File: src/hw/rtl/edd_pkg.sv
// Shared constants and types for the escape doubling deframer.
package edd_pkg;

    localparam int MAX_PACKET = 512;
    localparam int CNT_W      = $clog2(MAX_PACKET + 1);

    localparam int BYTE_W   = 8;
    localparam int INDEX_W  = 9;
    localparam int LENGTH_W = 10;

    localparam logic [BYTE_W-1:0] FRAME_RESET = 8'd112;

    typedef struct packed {
        logic                is_end;
        logic [BYTE_W-1:0]   payload_byte;
        logic [INDEX_W-1:0]  byte_index;
        logic [LENGTH_W-1:0] packet_length;
        logic                truncated;
    } t_result;

endpackage

File: src/hw/rtl/edd_decode.sv
// Escape and packet state, and the per-byte result decode.
module edd_decode
    import edd_pkg::*;
(
    input  logic              i_clk,
    input  logic              i_rst_n,
    input  logic              i_cfg_we,
    input  logic [BYTE_W-1:0] i_cfg_data,
    input  logic              i_accept,
    input  logic [BYTE_W-1:0] i_rx_byte,
    output logic              o_res_valid,
    output t_result           o_res
);

    logic [BYTE_W-1:0] r_frame;
    logic              r_esc;
    logic [CNT_W-1:0]  r_count;
    logic              r_ovf;

    logic              n_esc;
    logic [CNT_W-1:0]  n_count;
    logic              n_ovf;
    logic              hit;
    logic              full;

    assign hit  = (i_rx_byte == r_frame);
    assign full = (r_count >= CNT_W'(MAX_PACKET));

    always_comb begin
        n_esc       = r_esc;
        n_count     = r_count;
        n_ovf       = r_ovf;
        o_res_valid = 1'b0;
        o_res       = '0;
        if (r_esc && !hit) begin
            n_esc               = 1'b0;
            o_res_valid         = 1'b1;
            o_res.is_end        = 1'b1;
            o_res.packet_length = LENGTH_W'(r_count);
            o_res.truncated     = r_ovf;
            n_count             = '0;
            n_ovf               = 1'b0;
        end else if (!r_esc && hit) begin
            n_esc = 1'b1;
        end else begin
            // literal byte, including a doubled flag
            n_esc = 1'b0;
            if (full) begin
                n_ovf = 1'b1;
            end else begin
                o_res_valid        = 1'b1;
                o_res.payload_byte = i_rx_byte;
                o_res.byte_index   = INDEX_W'(r_count);
                n_count            = r_count + CNT_W'(1);
            end
        end
        if (!i_accept) begin
            o_res_valid = 1'b0;
        end
    end

    always_ff @(posedge i_clk) begin
        if (!i_rst_n) begin
            r_frame <= FRAME_RESET;
            r_esc   <= 1'b0;
            r_count <= '0;
            r_ovf   <= 1'b0;
        end else begin
            if (i_cfg_we) begin
                r_frame <= i_cfg_data;
            end
            if (i_accept) begin
                r_esc   <= n_esc;
                r_count <= n_count;
                r_ovf   <= n_ovf;
            end
        end
    end

endmodule

File: src/hw/rtl/edd_skid.sv
// Result register with a skid stage that holds one more result while the output stalls.
module edd_skid
    import edd_pkg::*;
(
    input  logic    i_clk,
    input  logic    i_rst_n,
    input  logic    i_push,
    input  t_result i_data,
    output logic    o_ready,
    output logic    o_valid,
    input  logic    i_ready,
    output t_result o_data
);

    logic    r_out_valid;
    logic    r_skid_valid;
    t_result r_out;
    t_result r_skid;

    assign o_ready = !r_skid_valid;
    assign o_valid = r_out_valid;
    assign o_data  = r_out;

    always_ff @(posedge i_clk) begin
        if (!i_rst_n) begin
            r_out_valid  <= 1'b0;
            r_skid_valid <= 1'b0;
        end else if (!r_out_valid || i_ready) begin
            if (r_skid_valid) begin
                r_out_valid  <= 1'b1;
                r_skid_valid <= 1'b0;
            end else begin
                r_out_valid <= i_push;
            end
        end else if (i_push) begin
            r_skid_valid <= 1'b1;
        end
    end

    always_ff @(posedge i_clk) begin
        if (!r_out_valid || i_ready) begin
            r_out <= r_skid_valid ? r_skid : i_data;
        end else if (i_push) begin
            r_skid <= i_data;
        end
    end

endmodule

File: src/hw/rtl/escape_doubling_deframer.sv
// Top level of the escape doubling deframer.
//
// Usage: one received serial byte per transaction on the rx channel
// (i_rx_valid / o_rx_ready / i_rx_byte). Each byte produces zero or one
// result transaction on the result channel (o_res_valid / i_res_ready):
// a payload byte with its index in the packet, or an end-of-packet mark
// with the stored length and a truncation flag. A flag byte followed by
// itself is one literal flag byte; a flag byte followed by anything else
// ends the packet and that byte is discarded. Bytes beyond MAX_PACKET are
// dropped and flagged at the end.
// Throughput: one byte per cycle while o_rx_ready is high, with a single
// decode stage. Stall: a two-entry result register (output plus skid) lets
// one more byte in while a result waits; o_rx_ready drops once the skid is
// full. Reset (synchronous, active low) clears escape, count and overflow
// state, empties the result stage and sets the flag byte to 112. The flag
// byte register is written by i_cfg_we / i_cfg_data; the user must do so
// only while the block is idle, which the block itself does not enforce.
module escape_doubling_deframer
    import edd_pkg::*;
(
    input  logic                i_clk,
    input  logic                i_rst_n,
    input  logic                i_cfg_we,
    input  logic [BYTE_W-1:0]   i_cfg_data,
    input  logic                i_rx_valid,
    output logic                o_rx_ready,
    input  logic [BYTE_W-1:0]   i_rx_byte,
    output logic                o_res_valid,
    input  logic                i_res_ready,
    output logic                o_is_end,
    output logic [BYTE_W-1:0]   o_payload_byte,
    output logic [INDEX_W-1:0]  o_byte_index,
    output logic [LENGTH_W-1:0] o_packet_length,
    output logic                o_truncated
);

    logic    accept;
    logic    push;
    t_result dec_res;
    t_result out_res;

    assign accept = i_rx_valid && o_rx_ready;

    edd_decode u_decode (
        .i_clk       (i_clk),
        .i_rst_n     (i_rst_n),
        .i_cfg_we    (i_cfg_we),
        .i_cfg_data  (i_cfg_data),
        .i_accept    (accept),
        .i_rx_byte   (i_rx_byte),
        .o_res_valid (push),
        .o_res       (dec_res)
    );

    edd_skid u_skid (
        .i_clk   (i_clk),
        .i_rst_n (i_rst_n),
        .i_push  (push),
        .i_data  (dec_res),
        .o_ready (o_rx_ready),
        .o_valid (o_res_valid),
        .i_ready (i_res_ready),
        .o_data  (out_res)
    );

    assign o_is_end        = out_res.is_end;
    assign o_payload_byte  = out_res.payload_byte;
    assign o_byte_index    = out_res.byte_index;
    assign o_packet_length = out_res.packet_length;
    assign o_truncated     = out_res.truncated;

endmodule

File: config.mk
export PLATFORM = sky130hd
export DESIGN_NAME = escape_doubling_deframer
export DESIGN_NICKNAME = d
export VERILOG_FILES = /design/src/hw/rtl/edd_pkg.sv /design/src/hw/rtl/edd_decode.sv /design/src/hw/rtl/edd_skid.sv /design/src/hw/rtl/escape_doubling_deframer.sv
export SDC_FILE = /design/constraint.sdc
export NUM_CORES = 1
export LEC_CHECK = 0
export BUFFER_PORTS_ARGS = -buffer_cell sky130_fd_sc_hd__buf_2
export CAP_MARGIN = 30
export CORE_MARGIN = 5
export CORE_UTILIZATION = 39
export CTS_CLUSTER_SIZE = 12
export DETAILED_ROUTE_END_ITERATION = 7
export GPL_ROUTABILITY_DRIVEN = 0
export PLACE_DENSITY_LB_ADDON = 0.25
export SLEW_MARGIN = 5
export SYNTH_ARGS = -nofsm -noshare
export SYNTH_HDL_FRONTEND = slang
export SYNTH_HIERARCHICAL = 1
export SYNTH_SLANG_ARGS = --single-unit
export TNS_END_PERCENT = 100
File: constraint.sdc
create_clock -name i_clk -period 5.5 [get_ports i_clk]
set_clock_uncertainty 0.15 [all_clocks]
set_input_delay 1.65 -clock i_clk [delete_from_list [all_inputs] [get_ports i_clk]]
set_output_delay 1.65 -clock i_clk [all_outputs]
set_load 0.01 [all_outputs]
Word level (Yosys, flattened, before mapping). Cells that the tools add are included.

Multiplexer cells: 19. $add $sub $neg: 1. Reductions and logical operators: 13. Eq/ne operators: 3. Bitwise logic cells: 2. $lt $le $gt $ge: 1.

Operator list (count): $mux W17 (3); $mux W10 (3); $mux W29 (1); $mux W1 (11); $mux W11 (1); $add A10 B1 Y10 const B (1); $ge A10 B10 Y1 const B (1); $eq A8 B8 Y1 (1); $reduce_and A3 Y1 (2); $logic_not A1 Y1 (4); $logic_and A1 B1 Y1 (3); $ne A2 B1 Y1 const B (1); $ne A2 B2 Y1 const B (1); $not A1 Y1 (2); $reduce_and A2 Y1 (1); $reduce_bool A2 Y1 (1); $reduce_or A2 Y1 (1); $logic_or A1 B1 Y1 (1).

Flip-flop bits (word level): 80. Word-level logic and storage cells: 55.

Longest topological paths before layout.
Depth in word-level cells: 6. Depth in mapped cells: 8.

Cells and area by module. Netlist, hierarchy kept.

By module, submodules not included: edd_skid (area each 2185.8 sq um, cells an instance 99, instances 1, sequential area each 1781.7 sq um); edd_decode (area each 1337.5 sq um, cells an instance 157, instances 1, sequential area each 400.4 sq um); escape_doubling_deframer (area each 6.3 sq um, cells an instance 1, instances 1, sequential area each 0.0 sq um).

Least setup slack after synthesis. OpenSTA, ideal clock, no wires.

Path type: input to register. From: input i_rx_byte[5]. To: register u_skid/r_skid[0] (netlist name), enable pin. Slack: 943 ps. Stages: 7. Setup time: 415 ps. Data arrival time: 3993 ps. Buffers on the path: 1. Path through: xor2_1 nor4_2 a21oi_2 clkbuf_1 o21a_1 inv_1 nor2_1.

Cells in the longest elaborated chain, start to end: 6.

RTL lines: start: declaration (RTL line escape_doubling_deframer.sv:27) `input logic [BYTE_W-1:0] i_rx_byte,`; $eq A8 B8 Y1 * (RTL line edd_decode.sv:26) `assign hit = (i_rx_byte == r_frame);`; $logic_and A1 B1 Y1 or $logic_not A1 Y1 (tied branches) (RTL line edd_decode.sv:43, edd_decode.sv:35); $mux W1 or $logic_and A1 B1 Y1 (tied branches) (RTL line edd_decode.sv:43, edd_decode.sv:35); $mux W1 * (RTL line edd_decode.sv:35) `if (r_esc && !hit) begin`; $mux W1 * (RTL line edd_decode.sv:57) `if (!i_accept) begin`; via push (RTL line escape_doubling_deframer.sv:38) `logic push;`; $reduce_and A2 Y1 (no source line) *; end signal: assignment (RTL line edd_skid.sv:44) `r_skid <= i_data;`; end: declaration (RTL line edd_skid.sv:18) `t_result r_skid;`.

The timed path passes the listed nets; every way through them passes the cells marked *. A chain may end at the register's enable or synchronous reset.

Worst setup path in the final report.
From: input i_rx_byte[7]. To: register u_skid/r_skid[27] (netlist name), enable pin.

Same word-level chain as after synthesis.

==> run summary <==
Status -> finished, final reports clean
PnR worst setup slack -> 1560 ps
Worst EP required -> 5370 ps
1st-pass router iterations -> 4
Setup violators final -> 0
Hold Vio Cnt, Final -> 0
Total power -> 1.23 mW
Clk sinks -> 80
Initial DRC count -> 151
Pin count of the biggest net entering global routing -> 33
Most used DFF post-synth -> edfxtp_1
Most common cell after layout, fill and taps aside -> edfxtp_1
Unique masters post-synth -> 44
Fraction of layout instances using a drive strength above 1 -> 37.3%
VDD IR-drop max -> 0.127 mV
Maximum clock path buffer count -> 2
Full die area -> 11100 µm²
FF/Latch Area -> 2180 µm²
RSZ-0062 raised after global routing -> false
Cell family with most CP delay -> compound AO/OA/AOI/OAI gates
Vias in the first global route -> 2172
Core ar. -> 8760 µm²
Routed len/inst -> 15.6 µm
Die Wd -> 105 µm
Number of synthesized flops with an enable pin -> 58
Slew Limit Fails -> 0
CP Capture Type -> register
Synthesized flop and latch total -> 80
CTS H-tree depth -> 3
Clk pin slew, worst setup/hold paths -> 70 ps
Hold_buf cts -> 0
Seq/Total Area, Yosys -> 61.8%
Final worst-path cycle share -> 71.6%
# DRC -> 0
Highest metal used -> met4
Slowest stage cell, crit path -> a21oi_2
Cts bufs inserted -> 9
Fillers -> 816
TritonCTS clock tree -> done
Largest stage delay on the critical path -> 640 ps
Yosys warning total -> 6
Num ports -> 52
Routed vias/inst -> 5.18
CP bufs+invs -> 3
TNS Setup -> 0 ps
Fmax achieved -> 0.254 GHz
Syn_nets -> 280
Area of the multi-input gates -> 1220 µm²
Final ANT Viol Nets -> 0
Total gr overflow -> 0
Met1 wire length -> 3080 µm
Synthesized area per cell -> 13.7 µm²
Post-DP HPWL -> 4550 µm
Cell count after synthesis -> 257
Row count -> 34
Clk root buf -> clkbuf_8
Total track usage -> 12.6%
Initial antenna violation count -> 0
Crit-path cells -> buf_2 -> xor2_1 -> nor4_2 -> a21oi_2 -> o21a_1 -> inv_1 -> nor2_2 -> buf_4
Critical path arrival -> 3810 ps
DR vias -> 2186
Wire length on met3 -> 350 µm
Port buffer count -> 51
Final WL -> 6590 µm
Max_slew headroom -> 48.3%
Leak -> 1.58 nW
Clock latency on the worst-skew pair -> 340 ps
Maxcap violations -> 0
Worst-margin pin slew -> 776 ps
ANT cells -> 0
Post-Syn Area -> 3530 µm²
First-pass GRT wire length -> 11100 µm
Final #Nets -> 332
Most frequent cells in the layout -> edfxtp_1 (58), buf_2 (51), mux2_2 (29)
Routed wl met2 -> 3010 µm
Post-place setup slack -> 1210 ps
Pwr dens -> 302 nW/µm²
Die height -> 105 µm
Nature of the critical path startpoint -> input port
CTS resizes -> 0
Min cycle time layout -> 3940 ps
Setup Buffers After CTS -> 0
Fraction of registers with async set/reset -> 0%
Area Growth Syn to Fin -> 15.3%
Worst Path Max Fanout -> 22
Min-Delay Path Class -> reg -> reg
Initial core utilization -> 40.3%
Critical path type -> in -> reg
[stage by stage]
stage / hold WS, ps / utilization [%] / std cells / instance area [µm²]
floorplan: 278 / - / 257 / 3530
global placement: 300 / 44.0 / 406 / 3860
detailed placement: 324 / 44.0 / 406 / 3860
CTS: 343 / 46.4 / 422 / 4070
global route: 400 / 46.4 / 422 / 4070
finish: 334 / 46.4 / 422 / 4070
[state kept, by name, indices dropped and copies added, names as in the netlist]
| name | flops |
|---|---|
| u_skid/r_skid | 29 |
| u_skid/o_data | 29 |
| u_decode/r_count | 10 |
| u_decode/r_esc | 1 |
| u_decode/r_ovf | 1 |
| u_skid/o_valid | 1 |
| u_decode/r_frame | 8 |
| u_skid/r_skid_valid | 1 |
[per-layer routing]
metal | global-route usage (%) | vias up
met4 | 6.48 | 0
met2 | 18.7 | 57
met3 | 3.02 | 12
li1 | - | 1064
met1 | 17.1 | 1053
met5 | 0 | -
[path summary, 6_finish.rpt]
kind	startpoint	slack, ps	depth (start not counted)	endpoint
min reg2reg	u_decode/r_ovf$_SDFFE_PN0P_	330	2	u_decode/r_ovf$_SDFFE_PN0P_
min	u_decode/r_ovf$_SDFFE_PN0P_	330	2	u_decode/r_ovf$_SDFFE_PN0P_
max	i_rx_byte[7]	1560	8	u_skid/r_skid[27]$_DFFE_PP_
max reg2reg	u_decode/r_esc$_SDFFE_PN0P_	2530	6	u_skid/r_skid[27]$_DFFE_PP_
[report_power, final]
group | switching, mW | internal [mW]
Sequential | 0.00901 | 0.669
Combinational | 0.0507 | 0.0395
Clock | 0.203 | 0.256
Total | 0.263 | 0.965
[final cells by class]
cell class / instances / area share (%)
clock buffers: 11 / 3.23
inverters: 12 / 1.11
repair buffers: 54 / 6.82
clock inverters: 5 / 2.00
well taps: 108 / 3.32
multi-input cells: 152 / 29.9
flip-flops and latches: 80 / 53.6
[cells in the mapped netlist, types with 3 or more instances]
cell type   n  area share [%]
a211oi_1    3            0.64
a21oi_1     4            0.57
a31oi_1     4            0.71
and2_1      7             1.2
and2_4      9             2.2
buf_6       5             1.6
clkbuf_1    7            0.74
dfxtp_1    22              12
edfxtp_1   58              49
inv_1      12             1.3
mux2_2     29             9.3
mux2i_1     9             2.6
nand2_1     5            0.53
nand3_1     6            0.85
nand4_1     4            0.71
nor2_1      6            0.64
nor2b_1     6             1.1
nor3_1      8             1.1
nor4_1      7             1.2
o21ai_0     6            0.85
or4_1       3            0.64
xor2_1      9             2.2
[worst min-delay path, delay by kind of cell (launching register included)]
family / cells / cell delay (ps)
compound gates: 1 / 40
simple gates: 1 / 80
flops: 1 / 330
[cell families after synthesis]
kind of cell,count (synthesis),synth area share (%)
XOR/XNOR,9,2.23
buffers and inverters,25,3.76
adder cells (fa/ha/maj),2,0.709
multiplexers,38,11.8
AND/OR/NAND/NOR,73,13.6
AO/OA/AOI/OAI,30,6.06
flip-flops,80,61.8
(Power assumes the default switching activity.)
